File: src/hdl/dq_pkg.sv
// shared types and codes for the double-ended queue
// no dependencies; imported by dq_front, dq_back, double_ended_queue_top and tb_top
package dq_pkg;

   localparam int DQ_DEPTH = 32;
   localparam int DATA_W   = 32;

   // request function codes
   localparam logic [2:0] FN_PUSH_FRONT = 3'd0;
   localparam logic [2:0] FN_PUSH_BACK  = 3'd1;
   localparam logic [2:0] FN_POP_FRONT  = 3'd2;
   localparam logic [2:0] FN_POP_BACK   = 3'd3;
   localparam logic [2:0] FN_DISPLAY    = 3'd4;

   // response status codes
   localparam logic [1:0] ST_OK    = 2'd0;
   localparam logic [1:0] ST_EMPTY = 2'd1;
   localparam logic [1:0] ST_FULL  = 2'd2;

   // command kinds handed from front to back
   localparam logic [1:0] KIND_PUSH = 2'd0;
   localparam logic [1:0] KIND_POP  = 2'd1;
   localparam logic [1:0] KIND_SHOW = 2'd2;

   typedef struct packed {
      logic [1:0]              kind;
      logic                    at_front;
      logic signed [DATA_W-1:0] value;
   } cmd_type;

endpackage

File: src/hdl/dq_front.sv
// front end: accepts request beats, decodes the function code and queues commands
// depends on dq_pkg
module dq_front import dq_pkg::*; (
   input  logic                     clock,
   input  logic                     reset,
   input  logic                     req_valid,
   output logic                     req_ready,
   input  logic [2:0]               req_func,
   input  logic signed [DATA_W-1:0] req_value,
   output logic                     cmd_valid,
   input  logic                     cmd_ready,
   output cmd_type                  cmd
);

   cmd_type    slot_ff [2];
   logic       wr_ptr_ff, wr_ptr_in;
   logic       rd_ptr_ff, rd_ptr_in;
   logic [1:0] cnt_ff, cnt_in;
   cmd_type    dec;
   logic       dec_ok;
   logic       push, pop;

   always_comb begin
      dec          = '0;
      dec.value    = req_value;
      dec_ok       = 1'b1;
      case (req_func)
         FN_PUSH_FRONT: begin
            dec.kind     = KIND_PUSH;
            dec.at_front = 1'b1;
         end
         FN_PUSH_BACK: begin
            dec.kind     = KIND_PUSH;
            dec.at_front = 1'b0;
         end
         FN_POP_FRONT: begin
            dec.kind     = KIND_POP;
            dec.at_front = 1'b1;
         end
         FN_POP_BACK: begin
            dec.kind     = KIND_POP;
            dec.at_front = 1'b0;
         end
         FN_DISPLAY: begin
            dec.kind     = KIND_SHOW;
            dec.at_front = 1'b1;
         end
         // unused codes are taken and dropped
         default: dec_ok = 1'b0;
      endcase
   end

   assign req_ready = (cnt_ff != 2'd2);
   assign cmd_valid = (cnt_ff != 2'd0);
   assign cmd       = slot_ff[rd_ptr_ff];
   assign push      = req_valid && req_ready && dec_ok;
   assign pop       = cmd_valid && cmd_ready;
   assign wr_ptr_in = push ? ~wr_ptr_ff : wr_ptr_ff;
   assign rd_ptr_in = pop ? ~rd_ptr_ff : rd_ptr_ff;

   always_comb begin
      cnt_in = cnt_ff;
      if (push && !pop) begin
         cnt_in = cnt_ff + 2'd1;
      end else if (pop && !push) begin
         cnt_in = cnt_ff - 2'd1;
      end
   end

   always_ff @(posedge clock) begin
      if (reset) begin
         wr_ptr_ff <= 1'b0;
         rd_ptr_ff <= 1'b0;
         cnt_ff    <= 2'd0;
      end else begin
         wr_ptr_ff <= wr_ptr_in;
         rd_ptr_ff <= rd_ptr_in;
         cnt_ff    <= cnt_in;
      end
   end

   always_ff @(posedge clock) begin
      if (push) begin
         slot_ff[wr_ptr_ff] <= dec;
      end
   end

endmodule

File: src/hdl/dq_back.sv
// back end: circular element store, front pointer and count, display sequencer
// and the response register; depends on dq_pkg
module dq_back import dq_pkg::*; #(
   parameter int DEPTH = DQ_DEPTH
) (
   input  logic                     clock,
   input  logic                     reset,
   input  logic                     cmd_valid,
   output logic                     cmd_ready,
   input  cmd_type                  cmd,
   output logic                     rsp_valid,
   input  logic                     rsp_ready,
   output logic signed [DATA_W-1:0] rsp_data,
   output logic [1:0]               rsp_status,
   output logic                     rsp_last
);

   localparam int PW = (DEPTH > 1) ? $clog2(DEPTH) : 1;
   localparam int CW = $clog2(DEPTH + 1);
   localparam int SW = CW + 1;
   localparam logic [SW-1:0] DEPTH_S   = SW'(DEPTH);
   localparam logic [CW-1:0] DEPTH_C   = CW'(DEPTH);
   localparam logic [PW-1:0] LAST_IDX  = PW'(DEPTH - 1);

   localparam logic S_IDLE = 1'b0;
   localparam logic S_READ = 1'b1;

   logic [DATA_W-1:0] mem [DEPTH];
   logic [DATA_W-1:0] rd_data_ff;

   logic              state_ff, state_in;
   logic [PW-1:0]     front_ff, front_in;
   logic [CW-1:0]     count_ff, count_in;
   logic [PW-1:0]     addr_ff, addr_in;
   logic [CW-1:0]     rem_ff, rem_in;
   logic              rsp_valid_ff, rsp_valid_in;
   logic [DATA_W-1:0] rsp_data_ff, rsp_data_in;
   logic [1:0]        rsp_status_ff, rsp_status_in;
   logic              rsp_last_ff, rsp_last_in;

   logic              out_free, out_load;
   logic              wr_en, rd_en;
   logic [PW-1:0]     wr_addr, rd_addr;
   logic [PW-1:0]     front_m1, back_new, back_old, addr_next;
   logic [SW-1:0]     sum_new, sum_old;

   assign out_free  = !rsp_valid_ff || rsp_ready;
   assign cmd_ready = (state_ff == S_IDLE) && out_free;

   // wrapped indexes around the circular store
   always_comb begin
      front_m1  = (front_ff == '0) ? LAST_IDX : front_ff - PW'(1);
      addr_next = (addr_ff == LAST_IDX) ? '0 : addr_ff + PW'(1);
      sum_new   = SW'(front_ff) + SW'(count_ff);
      sum_old   = sum_new - SW'(1);
      if (sum_new >= DEPTH_S) begin
         sum_new = sum_new - DEPTH_S;
      end
      if (sum_old >= DEPTH_S) begin
         sum_old = sum_old - DEPTH_S;
      end
      back_new = sum_new[PW-1:0];
      back_old = sum_old[PW-1:0];
   end

   always_comb begin
      state_in      = state_ff;
      front_in      = front_ff;
      count_in      = count_ff;
      addr_in       = addr_ff;
      rem_in        = rem_ff;
      wr_en         = 1'b0;
      wr_addr       = back_new;
      rd_en         = 1'b0;
      rd_addr       = front_ff;
      out_load      = 1'b0;
      rsp_data_in   = '0;
      rsp_status_in = ST_OK;
      rsp_last_in   = 1'b1;
      case (state_ff)
         S_IDLE: begin
            if (cmd_valid && out_free) begin
               case (cmd.kind)
                  KIND_PUSH: begin
                     out_load = 1'b1;
                     if (count_ff == DEPTH_C) begin
                        rsp_status_in = ST_FULL;
                     end else begin
                        wr_en    = 1'b1;
                        count_in = count_ff + CW'(1);
                        if (cmd.at_front) begin
                           wr_addr  = front_m1;
                           front_in = front_m1;
                        end
                     end
                  end
                  KIND_POP: begin
                     if (count_ff == '0) begin
                        out_load      = 1'b1;
                        rsp_status_in = ST_EMPTY;
                     end else begin
                        rd_en    = 1'b1;
                        rem_in   = CW'(1);
                        count_in = count_ff - CW'(1);
                        state_in = S_READ;
                        if (cmd.at_front) begin
                           front_in = (front_ff == LAST_IDX) ? '0 : front_ff + PW'(1);
                        end else begin
                           rd_addr = back_old;
                        end
                     end
                  end
                  KIND_SHOW: begin
                     if (count_ff == '0) begin
                        out_load      = 1'b1;
                        rsp_status_in = ST_EMPTY;
                     end else begin
                        rd_en    = 1'b1;
                        addr_in  = front_ff;
                        rem_in   = count_ff;
                        state_in = S_READ;
                     end
                  end
                  default: begin
                  end
               endcase
            end
         end
         S_READ: begin
            if (out_free) begin
               out_load    = 1'b1;
               rsp_data_in = rd_data_ff;
               rsp_last_in = (rem_ff == CW'(1));
               if (rem_ff == CW'(1)) begin
                  state_in = S_IDLE;
               end else begin
                  // stream the next element while this one goes out
                  rd_en   = 1'b1;
                  rd_addr = addr_next;
                  addr_in = addr_next;
                  rem_in  = rem_ff - CW'(1);
               end
            end
         end
         default: state_in = S_IDLE;
      endcase
   end

   assign rsp_valid_in = out_load ? 1'b1 : (rsp_ready ? 1'b0 : rsp_valid_ff);

   always_ff @(posedge clock) begin
      if (reset) begin
         state_ff     <= S_IDLE;
         front_ff     <= '0;
         count_ff     <= '0;
         rsp_valid_ff <= 1'b0;
      end else begin
         state_ff     <= state_in;
         front_ff     <= front_in;
         count_ff     <= count_in;
         rsp_valid_ff <= rsp_valid_in;
      end
   end

   always_ff @(posedge clock) begin
      addr_ff <= addr_in;
      rem_ff  <= rem_in;
      if (out_load) begin
         rsp_data_ff   <= rsp_data_in;
         rsp_status_ff <= rsp_status_in;
         rsp_last_ff   <= rsp_last_in;
      end
   end

   always_ff @(posedge clock) begin
      if (wr_en) begin
         mem[wr_addr] <= cmd.value;
      end
      if (rd_en) begin
         rd_data_ff <= mem[rd_addr];
      end
   end

   assign rsp_valid  = rsp_valid_ff;
   assign rsp_data   = rsp_data_ff;
   assign rsp_status = rsp_status_ff;
   assign rsp_last   = rsp_last_ff;

endmodule

File: src/hdl/double_ended_queue_top.sv
// double_ended_queue_top: bounded deque of signed 32-bit values
// path: every result passes the command queue and the response register; popped and
// displayed elements also pass the registered store read between them
// throughput: one push per cycle, display one element per cycle after the first, both
// while the receiver does not stall; no new command is taken while a store read runs
// reset (synchronous): queue empty, front pointer 0, command queue and response cleared
module double_ended_queue_top import dq_pkg::*; #(
   parameter int DEPTH = DQ_DEPTH
) (
   input  logic                     clock,
   input  logic                     reset,
   input  logic                     req_valid,
   output logic                     req_ready,
   input  logic [2:0]               req_func,
   input  logic signed [DATA_W-1:0] req_value,
   output logic                     rsp_valid,
   input  logic                     rsp_ready,
   output logic signed [DATA_W-1:0] rsp_data,
   output logic [1:0]               rsp_status,
   output logic                     rsp_last
);

   cmd_type cmd;
   logic    cmd_valid;
   logic    cmd_ready;

   dq_front u_front (
      .clock     (clock),
      .reset     (reset),
      .req_valid (req_valid),
      .req_ready (req_ready),
      .req_func  (req_func),
      .req_value (req_value),
      .cmd_valid (cmd_valid),
      .cmd_ready (cmd_ready),
      .cmd       (cmd)
   );

   dq_back #(
      .DEPTH (DEPTH)
   ) u_back (
      .clock      (clock),
      .reset      (reset),
      .cmd_valid  (cmd_valid),
      .cmd_ready  (cmd_ready),
      .cmd        (cmd),
      .rsp_valid  (rsp_valid),
      .rsp_ready  (rsp_ready),
      .rsp_data   (rsp_data),
      .rsp_status (rsp_status),
      .rsp_last   (rsp_last)
   );

endmodule

File: config.mk
export PLATFORM = sky130hd
export DESIGN_NAME = double_ended_queue_top
export DESIGN_NICKNAME = d
export VERILOG_FILES = /design/src/hdl/dq_pkg.sv /design/src/hdl/dq_front.sv /design/src/hdl/dq_back.sv /design/src/hdl/double_ended_queue_top.sv
export SDC_FILE = /design/constraint.sdc
export NUM_CORES = 1
export LEC_CHECK = 0
export BUFFER_PORTS_ARGS = -buffer_cell sky130_fd_sc_hd__buf_2
export CAP_MARGIN = 20
export CELL_PAD_IN_SITES_DETAIL_PLACEMENT = 1
export CELL_PAD_IN_SITES_GLOBAL_PLACEMENT = 2
export CORE_ASPECT_RATIO = 1.1
export CORE_MARGIN = 8
export CORE_UTILIZATION = 50
export CTS_CLUSTER_DIAMETER = 80
export DETAILED_ROUTE_END_ITERATION = 8
export PLACE_DENSITY = 0.95
export SYNTH_ARGS = -nofsm -noshare
export SYNTH_HDL_FRONTEND = slang
export SYNTH_HIERARCHICAL = 1
export SYNTH_SLANG_ARGS = --single-unit
File: constraint.sdc
create_clock -name clock -period 8.5 [get_ports clock]
set_input_delay 1.7 -clock clock [delete_from_list [all_inputs] [get_ports clock]]
set_output_delay 1.7 -clock clock [all_outputs]
set_load 0.02 [all_outputs]
==> out/summary.txt <==
status: complete, no violations
Via density: 6.60
Initial Utilization: 0.505
Rows: 118
FF-to-FF path depth: 11
Post-synth EDFFs: 1,172
Pre-antenna DRT Iters: 5
Sink Count: 1,190
Post-CTS Setup Inserts: 0
CTS root buf: clkbuf_16
area delta synth->final: 11.2%
Residual DRC: 0
RSZ-0062 raised after global routing: no
first-pass GRT wire length: 209,000 um
Synth warnings: 6
# resized after CTS: 0
CTS H-tree lvls: 3
vias in the first global route: 32,400
FFs w/ async S/R, synth: 0
Slew headroom: 0.237
Synth Flop Type: edfxtp_1
Final Slew Violations: 0
Yosys reg bits: 1,190
Pint: 11.8 mW
crit share post-route: 0.719
All-Layer GR Usage: 0.265
Seq/Total Area, Yosys: 0.747
Longest Clk Path Bufs: 3
crit path DAT: 6.61 ns
critical path launch point type: flip-flop
initial antenna violation count: 0
top cells by area, synth: edfxtp_1 (74%), nand2_1 (4.4%), a211oi_1 (4.1%)
Clock Skew: 0.0304 ns
Sw Pwr: 6.70 mW
clock period minus worst slack: 6.11 ns
DP Wirelength: 79,800 um
DIE AREA: 0.105 mm2
Pwr Density: 350 mW/mm2
Worst Path Required: 9.00 ns
Static Leak: 17.9 nW
synthesized area: 0.0476 mm2
clock share of power: 0.262
crit-path max FO: 95
total CTS buffers: 113
final WL: 143,000 um
synth unique cells: 66
Min-Delay Path Class: reg -> reg
max-cap viol count: 0
cell count after synthesis: 3,261
worst vdd ir: 0.263 mV
Port Buffers: 75
Core Area: 0.0943 mm2
Hold Path Stages: 2
final setup vio count: 0
Synth top area share: 0.739
antenna-violating nets left: 0
detail-routed net length per standard cell: 30.8 um
CTS tree: yes
hold_buf cts: 0
DIE WIDTH: 310 um
Mean Syn Cell Area: 14.6 um2
Worst Tran Pin Value: 1.14 ns
# IOs: 76
switching share of power: 0.361
Fmax: 0.164 GHz
DP Area: 0.0494 mm2
syn nets: 3,323
critical path capture point type: flip-flop
DR iter-0 viols: 3,301
final hold violations: 0
Combinational Power Share: 0.328
worst skew pair latency: 0.71 ns
setup TNS: 0 ns
chip height: 340 um
Final nets: 3,356
gpl congestion: 0.813
WS Path Type: reg -> reg
sequential power share: 0.410
Finished Cell Area: 0.0530 mm2
post-synthesis cell type with the largest combined area: edfxtp_1
share of cells above drive strength 1: 0.135
largest net degree at the start of global routing: 135
GRT overflow: 0
Clock Pin Slew Worst Setup and Hold Paths: 0.06 ns
via count: 30,700
==> critical path, cell delays in order, from the launching register on <==
cell	delay (ns)
dfxtp_2	0.90
mux2_2	0.46
inv_1	0.10
ha_1	0.60
nand2_1	0.43
o32a_4	0.79
nand2_8	0.63
buf_4	0.86
nand2_1	0.19
a31oi_1	0.28
o22ai_1	0.14
nor4_2	0.31
==> area by class of cell <==
type / instances / area (um2)
Fill cell: 8806 / 41400
Sequential cell: 1190 / 35600
Multi-Input combinational cell: 1806 / 11100
Clock buffer: 142 / 2960
Tap cell: 1260 / 1580
Timing Repair Buffer: 164 / 1120
Clock inverter: 64 / 546
Inverter: 19 / 71.3
Antenna cell: 2 / 5.00
==> cells by family after synthesis <==
kind of cell               share of synthesized area
buffers and inverters                         0.0261
adders and majority gates                    0.00636
xor gates and xnor gates                     0.00518
and+or+nand+nor                                0.105
AOI/OAI and AO/OA                              0.102
DFF                                            0.747
muxes                                        0.00880
==> state kept, by name, summed over array words and instances, names as in the netlist, named ones only <==
name	flops
u_back/mem	1024
u_front/slot_ff	70
u_back/rd_data_ff	32
u_back/rsp_data	32
u_back/count_ff	6
u_back/rem_ff	6
u_back/addr_ff	5
u_back/front_ff	5
u_back/rsp_status	2
u_front/cnt_ff	2
u_back/rsp_last	1
u_back/rsp_valid	1
u_back/state_ff	1
u_front/rd_ptr_ff	1
u_front/wr_ptr_ff	1
==> path summary, 6_finish.rpt <==
path / startpoint / to / slack (ns)
hold / removal: u_front/rd_ptr_ff$_SDFFE_PP0P_ / flip-flop / 0.51
setup / recovery: flip-flop / u_back/rd_data_ff[8]$_DFFE_PP_ / 2.39
setup reg to reg: flip-flop / u_back/rd_data_ff[8]$_DFFE_PP_ / 2.39
hold reg to reg: u_front/rd_ptr_ff$_SDFFE_PP0P_ / flip-flop / 0.51
==> layer usage <==
layer	GRT usage	share of wire
met4	0.128	0.053
met3	0.0456	0.081
met5	0	0
met1	0.330	0.37
met2	0.447	0.49
==> placed cells by master (no fill, tap or decap), types with 4 or more instances in the layout <==
cell | netlist | final
xnor2_1 | 12 | 10
edfxtp_1 | 1172 | 1172
nand2_2 | 1 | 7
a211oi_1 | 259 | 259
nor4_2 | 32 | 32
nor2b_1 | 7 | 6
a21oi_1 | 28 | 28
inv_1 | 17 | 17
buf_4 | 7 | 83
dfxtp_1 | 18 | 16
clkbuf_16 | 0 | 114
a21o_1 | 7 | 7
nand3_1 | 9 | 9
clkbuf_1 | 123 | 28
nor3_1 | 40 | 8
nor3_4 | 0 | 4
o22ai_1 | 127 | 127
nor3_2 | 4 | 32
nand2_1 | 552 | 544
ha_1 | 21 | 21
nor2_1 | 40 | 40
bufinv_16 | 0 | 8
buf_12 | 0 | 6
buf_2 | 104 | 75
clkinv_2 | 0 | 18
a311oi_1 | 4 | 4
clkinvlp_4 | 0 | 4
mux2_2 | 35 | 35
o21ai_0 | 19 | 18
clkinv_1 | 0 | 29
and3_1 | 293 | 293
a31oi_1 | 253 | 253
xor2_1 | 11 | 11
==> per-stage QoR <==
step / worst slack (ns) / hold slack [ns] / utilization / power [mW] / cells
final: 2.39 / 0.513 / 0.561 / 18.5 / 4647
after global routing: 2.07 / 0.554 / 0.561 / 19.2 / 4645
after CTS: 2.13 / 0.521 / 0.561 / 18.5 / 4643
after detailed placement: 1.69 / 0.499 / 0.524 / 13.6 / 4437
after global placement: 1.95 / 0.488 / 0.524 / 13.3 / 4437
after floorplan: 2.63 / 0.472 / - / 11.7 / 3261
==> Yosys cell counts (3+ instances only) <==
library cell	n
o21ai_0	19
edfxtp_1	1172
buf_2	104
clkbuf_8	3
or2_2	3
xnor2_1	12
nand2b_1	3
nor2b_1	7
nand3_1	9
a21o_1	7
xor2_1	11
mux2_2	35
a311oi_1	4
a211oi_1	259
clkbuf_1	123
a21oi_1	28
a31oi_1	253
o211ai_2	3
buf_6	8
and3_1	293
buf_4	7
or3_1	4
nor4_2	32
inv_1	17
o22ai_1	127
and2_1	3
nor3_1	40
nor3_2	4
dfxtp_1	18
nand2_1	552
ha_1	21
nor2_1	40
==> power groups by stage <==
stage          registers (mW)  logic, mW  clock network (mW)
2_1_floorplan            7.74       3.95                   0
3_3_place_gp             7.70       5.60                   0
3_5_place_dp             7.72       5.90                   0
4_1_cts                  7.61       5.99                4.91
5_1_grt                  7.63       6.44                5.09
6_report                 7.60       6.08                4.86
Note: power is estimated with default switching activity, not from simulation.
